`config.mk`:
```
export PLATFORM = sky130hd
export DESIGN_NAME = xor_extreme_index_search
export DESIGN_NICKNAME = d
export VERILOG_FILES = /design/src/hw/rtl/xeis_pkg.sv /design/src/hw/rtl/xeis_front.sv /design/src/hw/rtl/xeis_back.sv /design/src/hw/rtl/xor_extreme_index_search.sv
export SDC_FILE = /design/constraint.sdc
export NUM_CORES = 2
export LEC_CHECK = 0
export ABC_CLOCK_PERIOD_IN_PS = 9300
export BUFFER_PORTS_ARGS = -buffer_cell sky130_fd_sc_hd__buf_2
export CAP_MARGIN = 20
export CORE_MARGIN = 1.5
export CORE_UTILIZATION = 25
export DETAILED_ROUTE_END_ITERATION = 6
export HOLD_SLACK_MARGIN = 0.1
export PLACE_DENSITY_LB_ADDON = 0.2
export SLEW_MARGIN = 20
export SYNTH_ARGS = -nofsm -noshare
export SYNTH_HDL_FRONTEND = slang
export SYNTH_MEMORY_MAX_BITS = 65536
export SYNTH_SLANG_ARGS = --single-unit
export TNS_END_PERCENT = 100
```
`constraint.sdc`:
```
create_clock -name clock -period 9.3 [get_ports clock]
set_input_delay 0.465 -clock clock [delete_from_list [all_inputs] [get_ports clock]]
set_output_delay 0.465 -clock clock [all_outputs]
set_load 0.02 [all_outputs]
```
`src/hw/rtl/xeis_pkg.sv`:
```
package xeis_pkg;

   localparam int DEFAULT_VALUE_BITS = 64;
   localparam int DEFAULT_ENTRIES    = 64;
   localparam int IDX_BITS           = 6;
   localparam int DATA_BITS          = 64;
   localparam int QUEUE_DEPTH        = 2;

   localparam logic [1:0] CMD_INSERT = 2'd0;
   localparam logic [1:0] CMD_REMOVE = 2'd1;
   localparam logic [1:0] CMD_QUERY  = 2'd2;
   localparam logic [1:0] CMD_UNUSED = 2'd3;

   typedef struct packed {
      logic [1:0]           cmd;
      logic [IDX_BITS-1:0]  entry_index;
      logic [DATA_BITS-1:0] entry_value;
      logic                 find_max;
   } req_type;

   typedef struct packed {
      logic [IDX_BITS-1:0] best_index;
      logic                table_empty;
   } rsp_type;

   // classified request handed from the front queue to the execution side
   typedef struct packed {
      logic [1:0]           cmd;
      logic [IDX_BITS-1:0]  entry_index;
      logic                 in_range;
      logic [DATA_BITS-1:0] entry_value;
      logic                 find_max;
   } job_type;

endpackage

```
`src/hw/rtl/xeis_front.sv`:
```
module xeis_front #(
   parameter int ENTRIES = xeis_pkg::DEFAULT_ENTRIES
) (
   input  logic              clock,
   input  logic              reset,
   input  logic              req_valid,
   output logic              req_ready,
   input  xeis_pkg::req_type req_payload,
   output logic              job_valid,
   input  logic              job_pop,
   output xeis_pkg::job_type job
);
   import xeis_pkg::*;

   localparam int PW = $clog2(QUEUE_DEPTH);

   job_type         q_ff [QUEUE_DEPTH];
   logic [PW-1:0]   wr_ptr_ff, wr_ptr_in;
   logic [PW-1:0]   rd_ptr_ff, rd_ptr_in;
   logic [PW:0]     count_ff, count_in;
   job_type         job_new;
   logic            push;
   logic            pop;

   always_comb begin
      job_new.cmd         = req_payload.cmd;
      job_new.entry_index = req_payload.entry_index;
      job_new.in_range    = (32'(req_payload.entry_index) < ENTRIES);
      job_new.entry_value = req_payload.entry_value;
      job_new.find_max    = req_payload.find_max;
   end

   assign req_ready = (count_ff != (PW+1)'(QUEUE_DEPTH));
   assign job_valid = (count_ff != '0);
   assign job       = q_ff[rd_ptr_ff];
   assign push      = req_valid && req_ready;
   assign pop       = job_pop && job_valid;

   always_comb begin
      wr_ptr_in = push ? wr_ptr_ff + 1'b1 : wr_ptr_ff;
      rd_ptr_in = pop ? rd_ptr_ff + 1'b1 : rd_ptr_ff;
      count_in  = count_ff + (PW+1)'(push) - (PW+1)'(pop);
   end

   always_ff @(posedge clock) begin
      if (reset) begin
         wr_ptr_ff <= '0;
         rd_ptr_ff <= '0;
         count_ff  <= '0;
      end else begin
         wr_ptr_ff <= wr_ptr_in;
         rd_ptr_ff <= rd_ptr_in;
         count_ff  <= count_in;
      end
   end

   always_ff @(posedge clock) begin
      if (push) begin
         q_ff[wr_ptr_ff] <= job_new;
      end
   end

endmodule

```
`src/hw/rtl/xeis_back.sv`:
```
module xeis_back #(
   parameter int VALUE_BITS = xeis_pkg::DEFAULT_VALUE_BITS,
   parameter int ENTRIES    = xeis_pkg::DEFAULT_ENTRIES
) (
   input  logic              clock,
   input  logic              reset,
   input  logic              job_valid,
   output logic              job_pop,
   input  xeis_pkg::job_type job,
   output logic              rsp_valid,
   input  logic              rsp_ready,
   output xeis_pkg::rsp_type rsp_payload
);
   import xeis_pkg::*;

   // only indexes the request field can reach are ever stored
   localparam int SLOTS = (ENTRIES < (1 << IDX_BITS)) ? ENTRIES : (1 << IDX_BITS);
   localparam int AW    = $clog2(SLOTS);

   localparam logic [1:0] S_IDLE   = 2'd0;
   localparam logic [1:0] S_SCAN   = 2'd1;
   localparam logic [1:0] S_DRAIN  = 2'd2;
   localparam logic [1:0] S_FINISH = 2'd3;

   logic [VALUE_BITS-1:0] mem [SLOTS];
   logic [SLOTS-1:0]      valid_ff, valid_in;
   logic [1:0]            state_ff, state_in;
   logic [AW-1:0]         cnt_ff, cnt_in;
   logic [VALUE_BITS-1:0] qval_ff;
   logic                  qmax_ff;
   logic [VALUE_BITS-1:0] rd_data_ff;
   logic                  rd_live_ff, rd_live_in;
   logic [AW-1:0]         rd_idx_ff;
   logic                  found_ff, found_in;
   logic [VALUE_BITS-1:0] best_x_ff, best_x_in;
   logic [AW-1:0]         best_idx_ff, best_idx_in;
   logic                  rsp_valid_ff, rsp_valid_in;
   rsp_type               rsp_ff, rsp_in;
   logic [VALUE_BITS-1:0] x;
   logic                  better;
   logic                  start;
   logic                  wr_en;
   logic [AW-1:0]         wr_addr;

   assign start   = (state_ff == S_IDLE) && job_valid && !rsp_valid_ff;
   assign job_pop = start;
   assign wr_addr = job.entry_index[AW-1:0];
   assign wr_en   = start && (job.cmd == CMD_INSERT) && job.in_range;

   assign x      = rd_data_ff ^ qval_ff;
   assign better = !found_ff || (qmax_ff ? (x > best_x_ff) : (x < best_x_ff));

   always_comb begin
      state_in     = state_ff;
      cnt_in       = cnt_ff;
      valid_in     = valid_ff;
      rsp_valid_in = rsp_valid_ff && !rsp_ready;
      rsp_in       = rsp_ff;
      found_in     = found_ff;
      best_x_in    = best_x_ff;
      best_idx_in  = best_idx_ff;
      rd_live_in   = (state_ff == S_SCAN) && valid_ff[cnt_ff];

      // candidate elimination, one stored entry per cycle
      if (rd_live_ff && better) begin
         found_in    = 1'b1;
         best_x_in   = x;
         best_idx_in = rd_idx_ff;
      end

      case (state_ff)
         S_IDLE: begin
            if (start) begin
               rsp_in.best_index  = '0;
               rsp_in.table_empty = 1'b0;
               case (job.cmd)
                  CMD_INSERT: begin
                     if (job.in_range) valid_in[wr_addr] = 1'b1;
                     rsp_valid_in = 1'b1;
                  end
                  CMD_REMOVE: begin
                     if (job.in_range) valid_in[wr_addr] = 1'b0;
                     rsp_valid_in = 1'b1;
                  end
                  CMD_QUERY: begin
                     cnt_in   = '0;
                     found_in = 1'b0;
                     state_in = S_SCAN;
                  end
                  default: begin
                     rsp_valid_in = 1'b1;
                  end
               endcase
            end
         end
         S_SCAN: begin
            cnt_in = cnt_ff + 1'b1;
            if (cnt_ff == AW'(SLOTS - 1)) state_in = S_DRAIN;
         end
         S_DRAIN: begin
            state_in = S_FINISH;
         end
         S_FINISH: begin
            rsp_valid_in       = 1'b1;
            rsp_in.best_index  = found_ff ? IDX_BITS'(best_idx_ff) : '0;
            rsp_in.table_empty = !found_ff;
            state_in           = S_IDLE;
         end
         default: begin
            state_in = S_IDLE;
         end
      endcase
   end

   always_ff @(posedge clock) begin
      if (reset) begin
         state_ff     <= S_IDLE;
         valid_ff     <= '0;
         rsp_valid_ff <= 1'b0;
         rd_live_ff   <= 1'b0;
         found_ff     <= 1'b0;
      end else begin
         state_ff     <= state_in;
         valid_ff     <= valid_in;
         rsp_valid_ff <= rsp_valid_in;
         rd_live_ff   <= rd_live_in;
         found_ff     <= found_in;
      end
   end

   always_ff @(posedge clock) begin
      cnt_ff      <= cnt_in;
      rsp_ff      <= rsp_in;
      best_x_ff   <= best_x_in;
      best_idx_ff <= best_idx_in;
      rd_idx_ff   <= cnt_ff;
      if (start) begin
         qval_ff <= job.entry_value[VALUE_BITS-1:0];
         qmax_ff <= job.find_max;
      end
   end

   always_ff @(posedge clock) begin
      if (wr_en) begin
         mem[wr_addr] <= job.entry_value[VALUE_BITS-1:0];
      end
      rd_data_ff <= mem[cnt_ff];
   end

   assign rsp_valid   = rsp_valid_ff;
   assign rsp_payload = rsp_ff;

endmodule

```
`src/hw/rtl/xor_extreme_index_search.sv`:
```
// insert, remove and unused commands: result registered when the command leaves the queue
// query: the result follows a scan of all min(ENTRIES,64) slots of the value memory,
// one stored entry per cycle, then the drain and finish states
// a new command starts only when the previous response has been taken; a 2-deep
// request queue accepts while one executes
// synchronous active-high reset empties the table and the queue; no clearing pass
module xor_extreme_index_search #(
   parameter int VALUE_BITS = xeis_pkg::DEFAULT_VALUE_BITS,
   parameter int ENTRIES    = xeis_pkg::DEFAULT_ENTRIES
) (
   input  logic              clock,
   input  logic              reset,
   input  logic              req_valid,
   output logic              req_ready,
   input  xeis_pkg::req_type req_payload,
   output logic              rsp_valid,
   input  logic              rsp_ready,
   output xeis_pkg::rsp_type rsp_payload
);
   import xeis_pkg::*;

   logic    job_valid;
   logic    job_pop;
   job_type job;

   xeis_front #(
      .ENTRIES(ENTRIES)
   ) u_front (
      .clock      (clock),
      .reset      (reset),
      .req_valid  (req_valid),
      .req_ready  (req_ready),
      .req_payload(req_payload),
      .job_valid  (job_valid),
      .job_pop    (job_pop),
      .job        (job)
   );

   xeis_back #(
      .VALUE_BITS(VALUE_BITS),
      .ENTRIES   (ENTRIES)
   ) u_back (
      .clock      (clock),
      .reset      (reset),
      .job_valid  (job_valid),
      .job_pop    (job_pop),
      .job        (job),
      .rsp_valid  (rsp_valid),
      .rsp_ready  (rsp_ready),
      .rsp_payload(rsp_payload)
   );

endmodule

```
# ---- Word level (Yosys, flattened, before mapping)
# Memories as Yosys holds them, arrays and structs flattened. A register that Yosys moved wholly into a read port is not among the register bits.
# Index checks and enable logic that the tools add are counted.
dict set report totals {
  register_bits 227
  ram_bits 4242
  wordCells 99
  memories 2
}
dict set report op_classes {
  n_addsub 5
  magnitude_cmp 5
  eq_ne 12
  muxes 31
  n_bitwise 4
  n_reduce_logical 24
}
# name words word_bits rd rd_clocked_by_memory_dff wr line
set mem_list {}
lappend mem_list {u_back.mem 64 64 1 1 1 xeis_back.sv:25} ;# logic [VALUE_BITS-1:0] mem [SLOTS];
lappend mem_list {u_front.q_ff 2 73 1 1 1 xeis_front.sv:17} ;# job_type q_ff [QUEUE_DEPTH];
# cell n
set op_table {}
lappend op_table {{two-way mux 64 bit} 2}
lappend op_table {{one-hot mux 64 bit (2 select lines)} 1}
lappend op_table {{AND 64 bit} 1}
lappend op_table {{> comparator 64 bit} 1}
lappend op_table {{< comparator 64 bit} 1}
lappend op_table {{inverter 64 bit} 1}
lappend op_table {{bitwise OR 64 bit} 1}
lappend op_table {{bitwise XOR 64 bit} 1}
lappend op_table {{two-way mux 6 bit} 3}
lappend op_table {{two-way mux 1 bit} 15}
lappend op_table {{< comparator 6 x 7 -> 1 bit (second input constant)} 2}
lappend op_table {{one-hot mux 7 bit (2 select lines)} 1}
lappend op_table {{one-hot mux 6 bit (2 select lines)} 1}
lappend op_table {{logical AND 1 bit} 9}
lappend op_table {{one-hot mux 2 bit (4 select lines)} 1}
lappend op_table {{nonzero test 2 bit} 4}
lappend op_table {{two-way mux 7 bit} 1}
lappend op_table {{adder 6 x 1 -> 6 bit (second input constant)} 1}
lappend op_table {{binary-select mux 1 bit (select 6 bit)} 1}
lappend op_table {{demux 1 bit (select 6 bit)} 1}
lappend op_table {{== test 2 bit (second input constant)} 3}
lappend op_table {{== test 6 bit (second input constant)} 1}
lappend op_table {{>= comparator 6 x 1 -> 1 bit (second input constant)} 1}
lappend op_table {{two-way mux 2 bit} 3}
lappend op_table {{other kinds (14)} 24}

# ---- Depth between registers and ports, before layout
dict set report logic_depth {
  word_depth 9
  ltp_mapped 11
  mapped_depth_nobuf 10
}

# ---- Hierarchy
# From an unflattened synthesis, not the netlist that was laid out.
dict set report unflattened {
  hier_cells 6993
  hier_area_um2 171871.1
}
# module instances cells_each area_per_inst_um2 seq_area_each_um2
set modules_own_cells {}
lappend modules_own_cells {xeis_back 1 6735 166338.3 130224.9}
lappend modules_own_cells {xeis_front 1 258 5532.8 4484.3}

# ---- Least setup slack after synthesis
# OpenSTA, ideal clock, no wires.
dict set report synth_timing {
  path_kind {register to register}
  start {reg u_back.qval_ff[49]}
  end {reg u_back.best_idx_ff[0] (enable)}
  setup_ns 0.625
  arrival_time_ns 7.853
  t_required_ns 8.675
  setup_slack_ns 0.823
  stages_incl_launch_ff 10
  n_path_buf 0
  period_less_slack_ns 8.477
  path_cell_list {edfxtp_1 xor2_1 ha_1 a21oi_1 o21ai_0 a221o_1 a2111oi_0 o211ai_1 or2_2 a311oi_1}
}
dict set report synth_via {
  elab_chain_len 5
}
# element line
set synth_rtl {}
lappend synth_rtl {{from (decl)} xeis_back.sv:29} ;# logic [VALUE_BITS-1:0] qval_ff;
lappend synth_rtl {{from (signal assigned)} xeis_back.sv:138} ;# qval_ff <= job.entry_value[VALUE_BITS-1:0];
lappend synth_rtl {{bitwise XOR 64 bit *} xeis_back.sv:50} ;# assign x = rd_data_ff ^ qval_ff;
lappend synth_rtl {{named net u_back.x[49]} xeis_back.sv:39} ;# logic [VALUE_BITS-1:0] x;
lappend synth_rtl {{< comparator 64 bit / > comparator 64 bit (equally long branches)} xeis_back.sv:51} ;# assign better = !found_ff || (qmax_ff ? (x > best_x_ff) : (x < best_x_ff));
lappend synth_rtl {{two-way mux 1 bit *} xeis_back.sv:51}
lappend synth_rtl {{logical OR 1 bit *} xeis_back.sv:51}
lappend synth_rtl {{logical AND 1 bit *} xeis_back.sv:65} ;# if (rd_live_ff && better) begin
lappend synth_rtl {{to (signal assigned)} xeis_back.sv:135} ;# best_idx_ff <= best_idx_in;
lappend synth_rtl {{to (decl)} xeis_back.sv:36} ;# logic [AW-1:0] best_idx_ff, best_idx_in;
# The timed path passes the listed nets; every way through them passes the cells marked *.
# A chain may end at the register's enable or synchronous reset.

# ---- Final worst setup path
dict set report layout_timing {
  start {reg u_back.state_ff[0]}
  end {mem u_back.mem[9][37] (netlist name) (enable)}
}
dict set report layout_via {
  elab_chain_len 7
}
# element line
set layout_rtl {}
lappend layout_rtl {{from (decl)} xeis_back.sv:27} ;# logic [1:0] state_ff, state_in;
lappend layout_rtl {{from (signal assigned)} xeis_back.sv:123} ;# state_ff <= state_in;
lappend layout_rtl {{zero test 2 bit} xeis_back.sv:45} ;# assign start = (state_ff == S_IDLE) && job_valid && !rsp_valid_ff;
lappend layout_rtl {{logical AND 1 bit (2 in a row)} xeis_back.sv:45}
lappend layout_rtl {{logical AND 1 bit (2 in a row)} xeis_back.sv:48} ;# assign wr_en = start && (job.cmd == CMD_INSERT) && job.in_range;
lappend layout_rtl {{two-way mux 1 bit} xeis_back.sv:144} ;# if (wr_en) begin
lappend layout_rtl {{two-way mux 1 bit (implied by the code)} xeis_back.sv:145} ;# mem[wr_addr] <= job.entry_value[VALUE_BITS-1:0];
lappend layout_rtl {{to (decl)} xeis_back.sv:25}
# No other way between the ends.

==> run summary <==
The run finished with clean final reports. Yosys attributes the largest share of cell area to sky130_fd_sc_hd__edfxtp_1 (77%), sky130_fd_sc_hd__mux4_2 (18%), sky130_fd_sc_hd__dfxtp_1 (1.7%). For the worst-skew pair later-pin latency, the log shows 1.08 ns. In this run the vertical extent of the chip is 832 um. The worst flop-to-flop path startpoint was u_back.state_ff[0]$_SDFFE_PP0P_. In the final design database the tool counted 7763 nets. The post-route netlist has 31.3% of its cells at a drive strength greater than 1. The first detailed-routing pass ran for 5 iterations. In this run the most used layer during global routing was met2. Compared with the post-synthesis result, the final layout area differs by 17.6%. The logs give 0.177 mV for the maximum VDD drop and 25.1% for the initial core utilization. The power density over the cells works out to 268 mW/mm^2. Global routing consumed, over all layers together, 14.3% of the routing resources.

During I/O placement, the number of pins put on the boundary was 86. The end-of-flow core utilization was 29.5%. The total congestion overflow after global routing was 0; the top-area cell type share of the netlist area was 76.6%.

The biggest area contributor in the post-synthesis netlist is sky130_fd_sc_hd__edfxtp_1. For this run, global-route usage on met3 was measured as 2.03%. At the pin with the least slew margin, the transition time is 1.16 ns. The post-synthesis sequential element count was 4534; the total nets after synthesis was 7158.

The slowest library cell on the worst path was sky130_fd_sc_hd__nor2_4. The critical path starts at u_back.state_ff[0]$_SDFFE_PP0P_. In the synthesized netlist, the cells that appear most often are sky130_fd_sc_hd__edfxtp_1 (4390), sky130_fd_sc_hd__mux4_2 (1365), sky130_fd_sc_hd__clkbuf_1 (207).

The clock tree synthesis step divided the H-tree into 5 levels. The logs give 0.172 sq mm for the post-synthesis instance area and 700000 um for the wire length of the first global-routing pass. For the count of cell types in the netlist, the log shows 46. A synthesized cell averages 24.5 sq um. In this run the deepest clock path goes through 4 buffers. The global-route met1 utilization came out at 19.4%.

In this run the horizontal extent of the chip is 832 um. For the final database, setup skew stands at 0.0989 ns. Type of element capturing the critical path: a register.

The async set-or-reset flop fraction in the synthesized netlist is 0%. The shortest clock period the worst path allows after layout is 5.01 ns. Summed over all nets, the half-perimeter wirelength after detailed placement is 289000 um. The worst setup path is launched from a register.

The most repeated cell in the gate-level netlist after synthesis is sky130_fd_sc_hd__edfxtp_1. For this run, the top clock speed supported by timing is 199 MHz. Setup repair after global routing left no endpoint under its margin. The number of antenna violations at the first check in global routing came out at 60. Among all flip-flop cells after synthesis, the most frequent one is sky130_fd_sc_hd__edfxtp_1. Once detail routing completed, the nets flagged for antenna violations numbered 0. The share of the clock period used by the worst path after layout was 53.9%; the synthesized instance count was 7010.

The type of the setup path with the least slack was reg -> reg. STA puts the critical path data required time at 9.94 ns. The synthesized design contains 4390 enable-type register cells. Buffers inserted to repair hold after CTS numbered 136.

For met2 alone, demand over resource in global routing was 24.7%. The run gives 5.65 ns as the data arrival time of the critical path. The run gives 304 as the number of cell rows. For the buffer count from post-CTS setup fixing, the log shows 0. Count of port buffers added during placement: 85.

At the end of routability-driven placement, the weighted congestion stood at 0.757. Traced cell by cell, the critical path runs through inv_1 > ha_1 > o211ai_1 > clkinv_1 > and2_1 > nand2_1 > nor2_4 > buf_4. Number of cells upsized or downsized after cts: 0. The number of buffers created by CTS was 467; the via density per instance was 4.55.

TritonCTS built the clock tree. During synthesis, Yosys emitted a total of 0 warnings. CTS saw 4534 sinks. For this run, design rule violations remaining after detail routing come to 0. The root cell of the clock tree is sky130_fd_sc_hd__clkbuf_16. The number of buffers and inverters on the critical path is 3.

The startpoint identified for the worst hold timing path is req_payload[13]. Setup violations remaining at the end of the flow were counted as 0. The final count of pins violating max slew came out at 0. The logs give 8059 for the violation count after the first detailed-routing iteration and 0.693 sq mm for the area of the die. In this run the worst hold path is classified as in -> reg.

The core area was 0.685 sq mm. The static leakage is 61.6 nW, and the post-CTS clock slew at the launch and capture registers of the worst setup and hold paths is 0.06 ns. The largest net degree at the start of global routing was 116. The worst pin sits at a relative slew slack of 22.8%. Aggregate negative setup slack: 0 ns. Detailed routing inserted a total of 78400 vias.

The cell family contributing the most delay on the critical path is simple AND/OR/NAND/NOR gates. The logs give 0 for the final number of hold-violating endpoints and 510000 um for the total wirelength of the detailed-routed design. For this run, the register share of the synthesized area comes to 78.3%. The number of global-route vias before repair is 82700, and the final routed wire length divided by cell count is 29.6 um. The maximum fanout count along the critical path was 40; the reported max-cap violation count was 0. In this design, the stage delay of the slowest critical-path cell is 1.06 ns.
==> per-stage QoR <==
stage | std cells | setup slack, ns | power (mW) | area, sq um | hold slack, ns
2_1_floorplan | 7010 | 0.823 | 31.4 | 172000 | 0.346
3_3_place_gp | 16200 | 4.33 | 35.8 | 185000 | 0.365
3_5_place_dp | 16200 | 4.29 | 36.0 | 185000 | 0.371
4_1_cts | 17200 | 4.27 | 55.0 | 202000 | 0.101
5_1_grt | 17200 | 4.10 | 56.2 | 202000 | 0.150
6_report | 17200 | 4.29 | 54.2 | 202000 | 0.195
==> worst paths after layout <==
check,endpoint,cells past startpoint,slack [ns]
setup / recovery,u_back.mem[9][37]$_DFFE_PP_,8,4.29
hold / removal,u_front.q_ff[1][13]$_DFFE_PP_,2,0.20
setup reg to reg,u_back.mem[9][37]$_DFFE_PP_,8,4.29
hold reg to reg,u_back.rd_idx_ff[5]$_DFF_P_,0,0.38
==> layout make-up <==
type	count	area (sq um)
clock buffer	592	12400
inverter	82	318
clock inverter	275	2960
tap	9180	11500
sequential	4534	135000
antenna	27	67.6
fill	66400	483000
timing repair buffer	487	4250
multi-input combinational	2043	36000
==> where the power goes <==
| group | switching [mW] | leakage [nW] | internal (mW) | total (mW) |
|---|---|---|---|---|
| sequential | 0.252 | 40.7 | 24.5 | 24.8 |
| combinational | 6.65 | 13.4 | 3.84 | 10.5 |
| clock | 8.09 | 7.49 | 10.9 | 18.9 |
==> routing by layer <==
metal,share of wire [%],vias to the layer above
met2,50,2220
met1,43,44200
met5,0,-
met4,2.0,0
met3,4.8,531
li1,-,31400
==> kinds of logic (layout without fill, tap and decap cells) <==
group | Yosys count | count (layout) | synth area share, %
flip-flops | 4534 | 4534 | 78.3
buffers and inverters | 433 | 1436 | 1.08
AND/OR/NAND/NOR | 301 | 301 | 0.787
adder cells (fa/ha/maj) | 71 | 71 | 0.516
multiplexers | 1458 | 1458 | 18.5
XOR/XNOR | 71 | 71 | 0.362
AO/OA/AOI/OAI | 142 | 142 | 0.470
other | 0 | 27 | 0
==> registers in the layout, indices dropped and copies added (netlist names), 7 cells and up, named ones only <==
signal              count
u_back.rd_data_ff      64
u_back.best_x_ff       64
u_front.q_ff          146
u_back.qval_ff         64
u_back.rsp_payload      7
u_back.mem           4096
==> cell usage in the layout (no fill, tap or decap), drive strengths merged, types with 3 or more instances in the layout <==
| cell type | instances |
|---|---|
| nand4 | 24 |
| dfxtp | 144 |
| diode | 27 |
| edfxtp | 4390 |
| nor4 | 3 |
| o21a | 3 |
| mux4 | 1365 |
| a21oi | 70 |
| mux2 | 66 |
| o211ai | 3 |
| bufinv | 51 |
| mux2i | 27 |
| inv | 92 |
| ha | 71 |
| and4 | 4 |
| nand3 | 32 |
| and3 | 12 |
| o2bb2ai | 3 |
| o21ai | 42 |
| clkbuf | 592 |
| nor2b | 5 |
| clkinvlp | 8 |
| o32ai | 4 |
| clkinv | 206 |
| buf | 351 |
| xor2 | 66 |
| and2 | 9 |
| nand2 | 73 |
| nand2b | 5 |
| nor2 | 125 |
| xnor2 | 5 |
| dlygate4sd3 | 136 |
| nor3 | 5 |
No activity file was read; power rests on OpenSTA's default activity.
